## config.mk

```make
export PLATFORM = sky130hd
export DESIGN_NAME = positional_list_engine_flat
export DESIGN_NICKNAME = d
export VERILOG_FILES = /design/src/rtl/core/ple_pkg.sv /design/src/rtl/core/ple_req_if.sv /design/src/rtl/core/ple_rsp_if.sv /design/src/rtl/core/ple_cell.sv /design/src/rtl/core/ple_ctrl.sv /design/src/rtl/core/positional_list_engine.sv /design/src/flat_wrapper.sv
export SDC_FILE = /design/constraint.sdc
export NUM_CORES = 2
export LEC_CHECK = 0
export ABC_AREA = 1
export BUFFER_PORTS_ARGS = -buffer_cell sky130_fd_sc_hd__clkbuf_2
export CORE_MARGIN = 5
export CORE_UTILIZATION = 50
export CTS_CLUSTER_SIZE = 10
export DETAILED_ROUTE_END_ITERATION = 6
export PLACE_DENSITY = 0.67
export RECOVER_POWER = 25
export SETUP_SLACK_MARGIN = 0.05
export SKIP_CTS_REPAIR_TIMING = 1
export SYNTH_ARGS = -nofsm -noshare
export SYNTH_HDL_FRONTEND = slang
export SYNTH_HIERARCHICAL = 1
export SYNTH_SLANG_ARGS = --single-unit
```

## constraint.sdc

```tcl
create_clock -name clock -period 7.6 [get_ports clock]
set_input_delay 0.76 -clock clock [delete_from_list [all_inputs] [get_ports clock]]
set_output_delay 0.76 -clock clock [all_outputs]
set_load 0.02 [all_outputs]
```

## src/rtl/core/ple_pkg.sv

```systemverilog
// Package for the positional list engine: sizes, command and status codes,
// and the control bundle broadcast to the storage cells. No dependencies.
package ple_pkg;

   // List capacity and derived widths.
   localparam int DEPTH       = 16;
   localparam int CELL_IDX_W  = $clog2(DEPTH);
   localparam int CNT_W       = $clog2(DEPTH + 1);

   // Field widths of the item channels.
   localparam int CMD_W       = 2;
   localparam int VALUE_W     = 32;
   localparam int POS_W       = 5;
   localparam int STATUS_W    = 2;
   localparam int ENTRY_CNT_W = 5;

   // Compare width for position checks against the entry count.
   localparam int CMP_W = ((CNT_W > POS_W) ? CNT_W : POS_W) + 1;

   typedef enum logic [CMD_W-1:0] {
      CMD_INSERT  = 2'd0,
      CMD_DELETE  = 2'd1,
      CMD_READOUT = 2'd2
   } cmd_type;

   typedef enum logic [STATUS_W-1:0] {
      STATUS_OK      = 2'd0,
      STATUS_INVALID = 2'd1,
      STATUS_FULL    = 2'd2,
      STATUS_EMPTY   = 2'd3
   } status_type;

   typedef enum logic [1:0] {
      CELL_HOLD,
      CELL_INSERT,
      CELL_DELETE,
      CELL_ROTATE
   } cell_op_type;

   typedef enum logic {
      ST_IDLE,
      ST_READOUT
   } state_type;

   // Control broadcast from the controller to every cell in the chain.
   typedef struct packed {
      cell_op_type               op;
      logic [CELL_IDX_W-1:0]     pos_idx;
      logic [CELL_IDX_W-1:0]     last_idx;
      logic signed [VALUE_W-1:0] value;
   } cell_ctrl_type;

   // Result item held in the output register.
   typedef struct packed {
      logic [STATUS_W-1:0]       status;
      logic signed [VALUE_W-1:0] read_value;
      logic [ENTRY_CNT_W-1:0]    entry_count;
      logic                      last_result;
   } rsp_payload_type;

endpackage

```

## src/rtl/core/ple_req_if.sv

```systemverilog
// Request channel of the positional list engine: valid/ready plus command.
// Depends on ple_pkg for field widths.
interface ple_req_if;
   logic                               valid;
   logic                               ready;
   logic [ple_pkg::CMD_W-1:0]          cmd;
   logic signed [ple_pkg::VALUE_W-1:0] item_value;
   logic [ple_pkg::POS_W-1:0]          position;

   modport source (output valid, output cmd, output item_value, output position,
                   input ready);
   modport sink   (input valid, input cmd, input item_value, input position,
                   output ready);
endinterface

```

## src/rtl/core/ple_rsp_if.sv

```systemverilog
// Response channel of the positional list engine: valid/ready plus result.
// Depends on ple_pkg for field widths.
interface ple_rsp_if;
   logic                               valid;
   logic                               ready;
   logic [ple_pkg::STATUS_W-1:0]       status;
   logic signed [ple_pkg::VALUE_W-1:0] read_value;
   logic [ple_pkg::ENTRY_CNT_W-1:0]    entry_count;
   logic                               last_result;

   modport source (output valid, output status, output read_value,
                   output entry_count, output last_result, input ready);
   modport sink   (input valid, input status, input read_value,
                   input entry_count, input last_result, output ready);
endinterface

```

## src/rtl/core/ple_cell.sv

```systemverilog
// One storage cell of the list chain. Holds a single entry and takes its
// next value from itself, its neighbors, the head cell or the broadcast. Depends on ple_pkg.
module ple_cell (
   input  logic                               clock,
   input  ple_pkg::cell_ctrl_type             ctrl,
   input  logic [ple_pkg::CELL_IDX_W-1:0]     cell_index,
   input  logic signed [ple_pkg::VALUE_W-1:0] left_value,
   input  logic signed [ple_pkg::VALUE_W-1:0] right_value,
   input  logic signed [ple_pkg::VALUE_W-1:0] head_value,
   output logic signed [ple_pkg::VALUE_W-1:0] value
);

   logic signed [ple_pkg::VALUE_W-1:0] value_ff;
   logic signed [ple_pkg::VALUE_W-1:0] value_in;

   // Select the next entry: shift back on insert, forward on delete, and
   // rotate the occupied part of the chain during a readout.
   always_comb begin
      value_in = value_ff;
      unique case (ctrl.op)
         ple_pkg::CELL_INSERT: begin
            if (cell_index == ctrl.pos_idx) begin
               value_in = ctrl.value;
            end else if (cell_index > ctrl.pos_idx) begin
               value_in = left_value;
            end
         end
         ple_pkg::CELL_DELETE: begin
            if (cell_index >= ctrl.pos_idx) begin
               value_in = right_value;
            end
         end
         ple_pkg::CELL_ROTATE: begin
            if (cell_index < ctrl.last_idx) begin
               value_in = right_value;
            end else if (cell_index == ctrl.last_idx) begin
               value_in = head_value;
            end
         end
         default: value_in = value_ff;
      endcase
   end

   always_ff @(posedge clock) begin
      value_ff <= value_in;
   end

   assign value = value_ff;

endmodule

```

## src/rtl/core/ple_ctrl.sv

```systemverilog
// Controller of the positional list engine: checks positions, keeps the
// entry count, sequences readouts and owns the result register. Uses ple_pkg.
module ple_ctrl (
   input  logic                               clock,
   input  logic                               reset,
   ple_req_if.sink                            req,
   ple_rsp_if.source                          rsp,
   input  logic signed [ple_pkg::VALUE_W-1:0] head_value,
   output ple_pkg::cell_ctrl_type             cell_ctrl
);

   ple_pkg::state_type             state_ff, state_in;
   logic [ple_pkg::CNT_W-1:0]      count_ff, count_in;
   logic [ple_pkg::CNT_W-1:0]      remain_ff, remain_in;
   logic                           rsp_valid_ff, rsp_valid_in;
   ple_pkg::rsp_payload_type       rsp_data_ff, rsp_data_in;

   logic                           slot_free;
   logic                           req_fire;
   logic [ple_pkg::CMP_W-1:0]      pos_ext;
   logic [ple_pkg::CMP_W-1:0]      cnt_ext;
   logic [ple_pkg::CELL_IDX_W-1:0] pos_idx;

   assign pos_ext = ple_pkg::CMP_W'(req.position);
   assign cnt_ext = ple_pkg::CMP_W'(count_ff);
   assign pos_idx = ple_pkg::CELL_IDX_W'(pos_ext - ple_pkg::CMP_W'(1));

   // The output register may be refilled when empty or being drained.
   assign slot_free = !rsp_valid_ff || rsp.ready;
   assign req.ready = (state_ff == ple_pkg::ST_IDLE) && slot_free;
   assign req_fire  = req.valid && req.ready;

   // Next state, cell control and the result to load.
   always_comb begin
      state_in       = state_ff;
      count_in       = count_ff;
      remain_in      = remain_ff;
      rsp_valid_in   = rsp_valid_ff && !rsp.ready;
      rsp_data_in    = rsp_data_ff;
      cell_ctrl.op       = ple_pkg::CELL_HOLD;
      cell_ctrl.pos_idx  = pos_idx;
      cell_ctrl.last_idx = ple_pkg::CELL_IDX_W'(count_ff - ple_pkg::CNT_W'(1));
      cell_ctrl.value    = req.item_value;

      unique case (state_ff)
         ple_pkg::ST_IDLE: begin
            if (req_fire) begin
               rsp_valid_in             = 1'b1;
               rsp_data_in.status       = ple_pkg::STATUS_INVALID;
               rsp_data_in.read_value   = '0;
               rsp_data_in.last_result  = 1'b1;
               unique case (ple_pkg::cmd_type'(req.cmd))
                  ple_pkg::CMD_INSERT: begin
                     if (count_ff >= ple_pkg::CNT_W'(ple_pkg::DEPTH)) begin
                        rsp_data_in.status = ple_pkg::STATUS_FULL;
                     end else if (pos_ext != '0 &&
                                  pos_ext <= cnt_ext + ple_pkg::CMP_W'(1)) begin
                        rsp_data_in.status = ple_pkg::STATUS_OK;
                        cell_ctrl.op       = ple_pkg::CELL_INSERT;
                        count_in           = count_ff + ple_pkg::CNT_W'(1);
                     end
                  end
                  ple_pkg::CMD_DELETE: begin
                     if (pos_ext != '0 && pos_ext <= cnt_ext) begin
                        rsp_data_in.status = ple_pkg::STATUS_OK;
                        cell_ctrl.op       = ple_pkg::CELL_DELETE;
                        count_in           = count_ff - ple_pkg::CNT_W'(1);
                     end
                  end
                  ple_pkg::CMD_READOUT: begin
                     if (count_ff == '0) begin
                        rsp_data_in.status = ple_pkg::STATUS_EMPTY;
                     end else begin
                        rsp_valid_in = rsp_valid_ff && !rsp.ready;
                        rsp_data_in  = rsp_data_ff;
                        remain_in    = count_ff;
                        state_in     = ple_pkg::ST_READOUT;
                     end
                  end
                  default: rsp_data_in.status = ple_pkg::STATUS_INVALID;
               endcase
               if (state_in == ple_pkg::ST_IDLE) begin
                  rsp_data_in.entry_count = ple_pkg::ENTRY_CNT_W'(count_in);
               end
            end
         end
         ple_pkg::ST_READOUT: begin
            // Emit the head entry and rotate the occupied cells by one.
            if (slot_free) begin
               rsp_valid_in             = 1'b1;
               rsp_data_in.status       = ple_pkg::STATUS_OK;
               rsp_data_in.read_value   = head_value;
               rsp_data_in.entry_count  = ple_pkg::ENTRY_CNT_W'(count_ff);
               rsp_data_in.last_result  = (remain_ff == ple_pkg::CNT_W'(1));
               cell_ctrl.op             = ple_pkg::CELL_ROTATE;
               remain_in                = remain_ff - ple_pkg::CNT_W'(1);
               if (remain_ff == ple_pkg::CNT_W'(1)) begin
                  state_in = ple_pkg::ST_IDLE;
               end
            end
         end
         default: state_in = ple_pkg::ST_IDLE;
      endcase
   end

   always_ff @(posedge clock) begin
      if (reset) begin
         state_ff     <= ple_pkg::ST_IDLE;
         count_ff     <= '0;
         remain_ff    <= '0;
         rsp_valid_ff <= 1'b0;
      end else begin
         state_ff     <= state_in;
         count_ff     <= count_in;
         remain_ff    <= remain_in;
         rsp_valid_ff <= rsp_valid_in;
      end
   end

   always_ff @(posedge clock) begin
      rsp_data_ff <= rsp_data_in;
   end

   assign rsp.valid       = rsp_valid_ff;
   assign rsp.status      = rsp_data_ff.status;
   assign rsp.read_value  = rsp_data_ff.read_value;
   assign rsp.entry_count = rsp_data_ff.entry_count;
   assign rsp.last_result = rsp_data_ff.last_result;

   // The count never exceeds the capacity of the chain.
   a_count_bound: assert property (@(posedge clock) disable iff (reset)
      count_ff <= ple_pkg::CNT_W'(ple_pkg::DEPTH))
      else $error("entry count above capacity");

   // During a readout the remaining entries lie between one and the count.
   a_remain_range: assert property (@(posedge clock) disable iff (reset)
      state_ff == ple_pkg::ST_READOUT |->
         (remain_ff != '0 && remain_ff <= count_ff))
      else $error("readout counter out of range");

   // An insert grows the list by exactly one entry.
   a_insert_grows: assert property (@(posedge clock) disable iff (reset)
      cell_ctrl.op == ple_pkg::CELL_INSERT |=>
         count_ff == $past(count_ff) + ple_pkg::CNT_W'(1))
      else $error("insert did not grow the list");

   // Emitting the final readout entry returns the controller to idle.
   a_readout_ends: assert property (@(posedge clock) disable iff (reset)
      (state_ff == ple_pkg::ST_READOUT && slot_free &&
       remain_ff == ple_pkg::CNT_W'(1)) |=> state_ff == ple_pkg::ST_IDLE)
      else $error("readout did not end after the last entry");

endmodule

```

## src/rtl/core/positional_list_engine.sv

```systemverilog
// Top level of the positional list engine: controller plus a chain of
// storage cells. Depends on ple_pkg, ple_req_if, ple_rsp_if, ple_cell, ple_ctrl.
//
//   Channel   Direction   Carries
//   req_ch    in          cmd, item_value, position
//   rsp_ch    out         status, read_value, entry_count, last_result
//
// Insert, delete and rejected items update the cells and load the result as they
// are taken; every cell shifts at once. A readout holds the input from its
// acceptance until its last entry is emitted, as the occupied cells rotate one
// place toward cell zero per result item; no item is taken meanwhile.
// Synchronous reset empties the list; cell contents are not cleared.
// A stalled rsp_ch holds the result register and pauses the readout rotation.
module positional_list_engine (
   input  logic      clock,
   input  logic      reset,
   ple_req_if.sink   req_ch,
   ple_rsp_if.source rsp_ch
);

   ple_pkg::cell_ctrl_type             cell_ctrl;
   logic signed [ple_pkg::VALUE_W-1:0] cell_values [ple_pkg::DEPTH];

   ple_ctrl u_ctrl (
      .clock      (clock),
      .reset      (reset),
      .req        (req_ch),
      .rsp        (rsp_ch),
      .head_value (cell_values[0]),
      .cell_ctrl  (cell_ctrl)
   );

   // Chain of cells; each end reuses its own value as the missing neighbor.
   for (genvar g = 0; g < ple_pkg::DEPTH; g++) begin : g_cell
      logic signed [ple_pkg::VALUE_W-1:0] left_value;
      logic signed [ple_pkg::VALUE_W-1:0] right_value;

      if (g == 0) begin : g_first
         assign left_value = cell_values[g];
      end else begin : g_mid_left
         assign left_value = cell_values[g-1];
      end

      if (g == ple_pkg::DEPTH - 1) begin : g_last
         assign right_value = cell_values[g];
      end else begin : g_mid_right
         assign right_value = cell_values[g+1];
      end

      ple_cell u_cell (
         .clock       (clock),
         .ctrl        (cell_ctrl),
         .cell_index  (ple_pkg::CELL_IDX_W'(g)),
         .left_value  (left_value),
         .right_value (right_value),
         .head_value  (cell_values[0]),
         .value       (cell_values[g])
      );
   end

endmodule

```

## src/flat_wrapper.sv

```systemverilog
// flat-port wrapper written by rule: the top's interface ports become plain ports
module positional_list_engine_flat 
  (clock, reset, req_ch_valid, req_ch_cmd, req_ch_item_value, req_ch_position, req_ch_ready, rsp_ch_valid, rsp_ch_status, rsp_ch_read_value, rsp_ch_entry_count, rsp_ch_last_result, rsp_ch_ready);
  ple_req_if req_ch_i ();
  ple_rsp_if rsp_ch_i ();
  input  logic clock;
  input  logic reset;
  input wire logic [$bits(req_ch_i.valid)-1:0] req_ch_valid;
  input wire logic [$bits(req_ch_i.cmd)-1:0] req_ch_cmd;
  input wire logic [$bits(req_ch_i.item_value)-1:0] req_ch_item_value;
  input wire logic [$bits(req_ch_i.position)-1:0] req_ch_position;
  output wire logic [$bits(req_ch_i.ready)-1:0] req_ch_ready;
  output wire logic [$bits(rsp_ch_i.valid)-1:0] rsp_ch_valid;
  output wire logic [$bits(rsp_ch_i.status)-1:0] rsp_ch_status;
  output wire logic [$bits(rsp_ch_i.read_value)-1:0] rsp_ch_read_value;
  output wire logic [$bits(rsp_ch_i.entry_count)-1:0] rsp_ch_entry_count;
  output wire logic [$bits(rsp_ch_i.last_result)-1:0] rsp_ch_last_result;
  input wire logic [$bits(rsp_ch_i.ready)-1:0] rsp_ch_ready;
  assign req_ch_i.valid = req_ch_valid;
  assign req_ch_i.cmd = req_ch_cmd;
  assign req_ch_i.item_value = req_ch_item_value;
  assign req_ch_i.position = req_ch_position;
  assign req_ch_ready = req_ch_i.ready;
  assign rsp_ch_valid = rsp_ch_i.valid;
  assign rsp_ch_status = rsp_ch_i.status;
  assign rsp_ch_read_value = rsp_ch_i.read_value;
  assign rsp_ch_entry_count = rsp_ch_i.entry_count;
  assign rsp_ch_last_result = rsp_ch_i.last_result;
  assign rsp_ch_i.ready = rsp_ch_ready;
  positional_list_engine u_core (.clock(clock), .reset(reset), .req_ch(req_ch_i), .rsp_ch(rsp_ch_i));
endmodule
```

==> out/qor.txt <==
Port Buffers = 84
Worst slack, placed = 2.687 ns
Clock sinks = 564
Initial antenna violation count = 10
Worst path bufs/invs = 3
Max cap viols = 5
Placer Congestion = 0.9179
Setup crit start kind = flop
Root Buffer Master = clkbuf_16
Crit path cell chain = inv_1 > ha_1 > nor3_1 > o21bai_4 > nand2_1 > nor2_1 > nand2_1 > nand2_2 > inv_2 > nor2_1 > nand2_1 > nand2_1 > clkinv_1 > nand2_1
CP Data Required Time = 8.11 ns
Longest Clk Path Bufs = 3
Num rows = 121
R2r worst-path depth = 14
Wire per inst = 19.27 um
RR Endpoint = u_core/g_cell[15].u_cell/value[21]
First-pass GRT wire length = 299,200 um
Seq/Total Area, Yosys = 0.3062
LEAKAGE = 35.26 nW
Vias in the first global route = 49,570
Final HPWL DP = 131,900 um
Cells on Worst Hold Path = 2
Pin count of the biggest net entering global routing = 44
Fmax = 0.1675 GHz
Kind of end point of the critical path = flop
Total power = 0.01242 W
Die area = 116,500 um2
Most frequent CP cell = nand2_1
Layout Nets = 9,288
Skew-Pair Late Insertion Delay = 0.66 ns
Final Critical Period = 5.969 ns
CTS buffer count = 73
Status = finished, violations left
PnR worst setup slack = 1.631 ns
CTS clk-pin slew, worst paths = 0.05 ns
Pre-antenna DRT Iters = 7
DR vias = 55,080
Detailed Route Iter0 Violations = 7,288
Placed cell areas = 55,080 um2
Mapped Cells = 9,174
Vias per cell = 5.215
# IOs = 85
GR Overflow Total = 0
RSZ-0062 raised after global routing = no
Die H = 341.4 um
Initial Utilization = 0.5037
CP Data Arrival Time = 6.48 ns
Yosys reg bits = 564
Setup_tns = 0 ns
Crit path kind = flop to flop
Filler instances = 11,140
Syn Area/Cell = 5.985 um2
Hold Violations, Final = 0
Mapped cell area = 54,910 um2
Period utilization = 0.7854
Clock skew = 0.02468 ns
Slowest CP cell = nor2_1
GRT Overall Usage = 0.3341
Maximum vdd drop = 0.1667 mV
Failing checks = design-rule violations, max-capacitance violations, max-slew violations
Yosys warns = 6
Hold WC Path Type = primary input to flop
Min-Delay Startpoint = reset
R2R Setup Slk = 1.63 ns
Reg2reg start = u_core/u_ctrl/count_ff[0]
Share of cells above drive strength 1 = 0.04110
WHS = 0.4155 ns
Fin. max-slew vios = 178
CP Max Fanout = 33
Die W = 341.4 um
TritonCTS clock tree = built
H-Tree Depth = 3
Rel. slew slack = -0.9152
Core ar. = 109,000 um2
Hold Crit Endpoint = u_core/u_ctrl/rsp.valid
Top delay family on crit path = simple AND/OR/NAND/NOR gates
Synthesis-to-layout area growth = 4.015%
Finish-stage setup viols = 0
Critical path's largest stage delay = 2.08 ns
Worst-Margin Slew = 2.873 ns
DRC viols = 5
Distinct cell type count after synthesis = 36
Drt total wl = 203,500 um
Pwr dens = 217.5 nW/um2
Post-Layout Inst Area = 57,110 um2
Routed Antenna Nets = 0
==> layer usage <==
| layer | GRT usage | share of wire | vias up |
|---|---|---|---|
| met5 | 0 | 0.000079 | - |
| met4 | 0.2198 | 0.080 | 2 |
| met3 | 0.06929 | 0.11 | 757 |
| met2 | 0.5316 | 0.44 | 2981 |
| met1 | 0.4116 | 0.37 | 24860 |
| li1 | - | - | 26480 |
==> final cells by class <==
type                            count  area (um2)  share of cell area
Multi-Input combinational cell   5423       24590              0.4306
Clock inverter                     18       111.4            0.001950
Tap cell                         1414        1769             0.03098
Sequential cell                   564       16820              0.2944
Timing Repair Buffer              168       999.7             0.01750
Antenna cell                        1       2.502          0.00004381
Inverter                         2871       10780              0.1888
Clock buffer                      104        2038             0.03569
==> cell families (layout without fill, tap and decap cells) <==
| family | after synthesis | count (layout) | synth area share |
|---|---|---|---|
| buf+inv | 3297 | 3161 | 0.2535 |
| fa+ha+maj | 144 | 144 | 0.03281 |
| simple gates | 5082 | 5082 | 0.3951 |
| other cells | 2 | 113 | 0.0001368 |
| xor+xnor | 9 | 9 | 0.001435 |
| compound gates | 76 | 76 | 0.01078 |
| flops | 564 | 564 | 0.3062 |
==> power breakdown <==
group / internal [W] / switching, W / leakage [nW] / total [W]
registers: 0.00392 / 0.000343 / 5.18 / 0.00426
clock network: 0.00189 / 0.00147 / 1.05 / 0.00335
logic: 0.00134 / 0.00347 / 29.0 / 0.00481
total: 0.00714 / 0.00528 / 35.3 / 0.0124
==> metrics by stage <==
step	utilization	std cells
floorplan	-	9284
finish	0.5240	10560
global placement	0.5053	10440
CTS	0.5250	10560
global route	0.5239	10560
detailed placement	0.5053	10440
==> cells in the mapped netlist (all sizes together) <==
master,number,area [um2]
a211oi,4,30.03
a21oi,43,395.4
a31oi,2,12.51
buf,398,3028
clkbuf,28,105.1
clkinv,129,484.2
conb,2,7.510
dfxtp,12,240.2
edfxtp,552,16580
ha,144,1802
inv,2742,10300
nand2,3372,13000
nand3,1594,8005
nand4,12,75.07
nor2,99,584.3
nor3,5,35.03
o21ai,24,120.1
o21bai,2,26.28
o31ai,1,7.510
xnor2,4,35.03
xor2,5,43.79
==> state kept, by name (all words and copies together), names as in the netlist <==
signal                         cells
u_core/g_cell.u_cell/value       512
u_core/u_ctrl/count_ff             5
u_core/u_ctrl/remain_ff            5
u_core/u_ctrl/rsp.entry_count      5
u_core/u_ctrl/rsp.last_result      1
u_core/u_ctrl/rsp.read_value      32
u_core/u_ctrl/rsp.status           2
u_core/u_ctrl/rsp.valid            1
u_core/u_ctrl/state_ff             1
==> worst max path at each step <==
stage	startpoint	cells after the start	end
global placement	u_core/u_ctrl/count_ff[0]	19	u_core/g_cell[2].u_cell/value[7]
CTS	u_core/u_ctrl/count_ff[0]	19	u_core/g_cell[2].u_cell/value[15]
finish	u_core/u_ctrl/count_ff[0]	14	u_core/g_cell[15].u_cell/value[21]
floorplan	u_core/u_ctrl/count_ff[0]	18	u_core/g_cell[2].u_cell/value[0]
detailed placement	req_ch_position[0]	16	u_core/g_cell[2].u_cell/value[4]
global route	u_core/u_ctrl/count_ff[0]	14	u_core/g_cell[15].u_cell/value[24]
==> cell usage in the layout, fill, tap and decap left out, drive strengths merged, types with 5 or more instances in the layout <==
| cell type | instances |
|---|---|
| clkinv | 145 |
| clkbuf | 191 |
| o21ai | 24 |
| nor2 | 99 |
| a21oi | 43 |
| xor2 | 5 |
| nand3 | 1594 |
| nand2 | 3372 |
| nor3 | 5 |
| edfxtp | 552 |
| dfxtp | 12 |
| ha | 144 |
| inv | 2743 |
| buf | 81 |
| conb | 112 |
| nand4 | 12 |
Note: power is estimated with default switching activity, not from simulation.
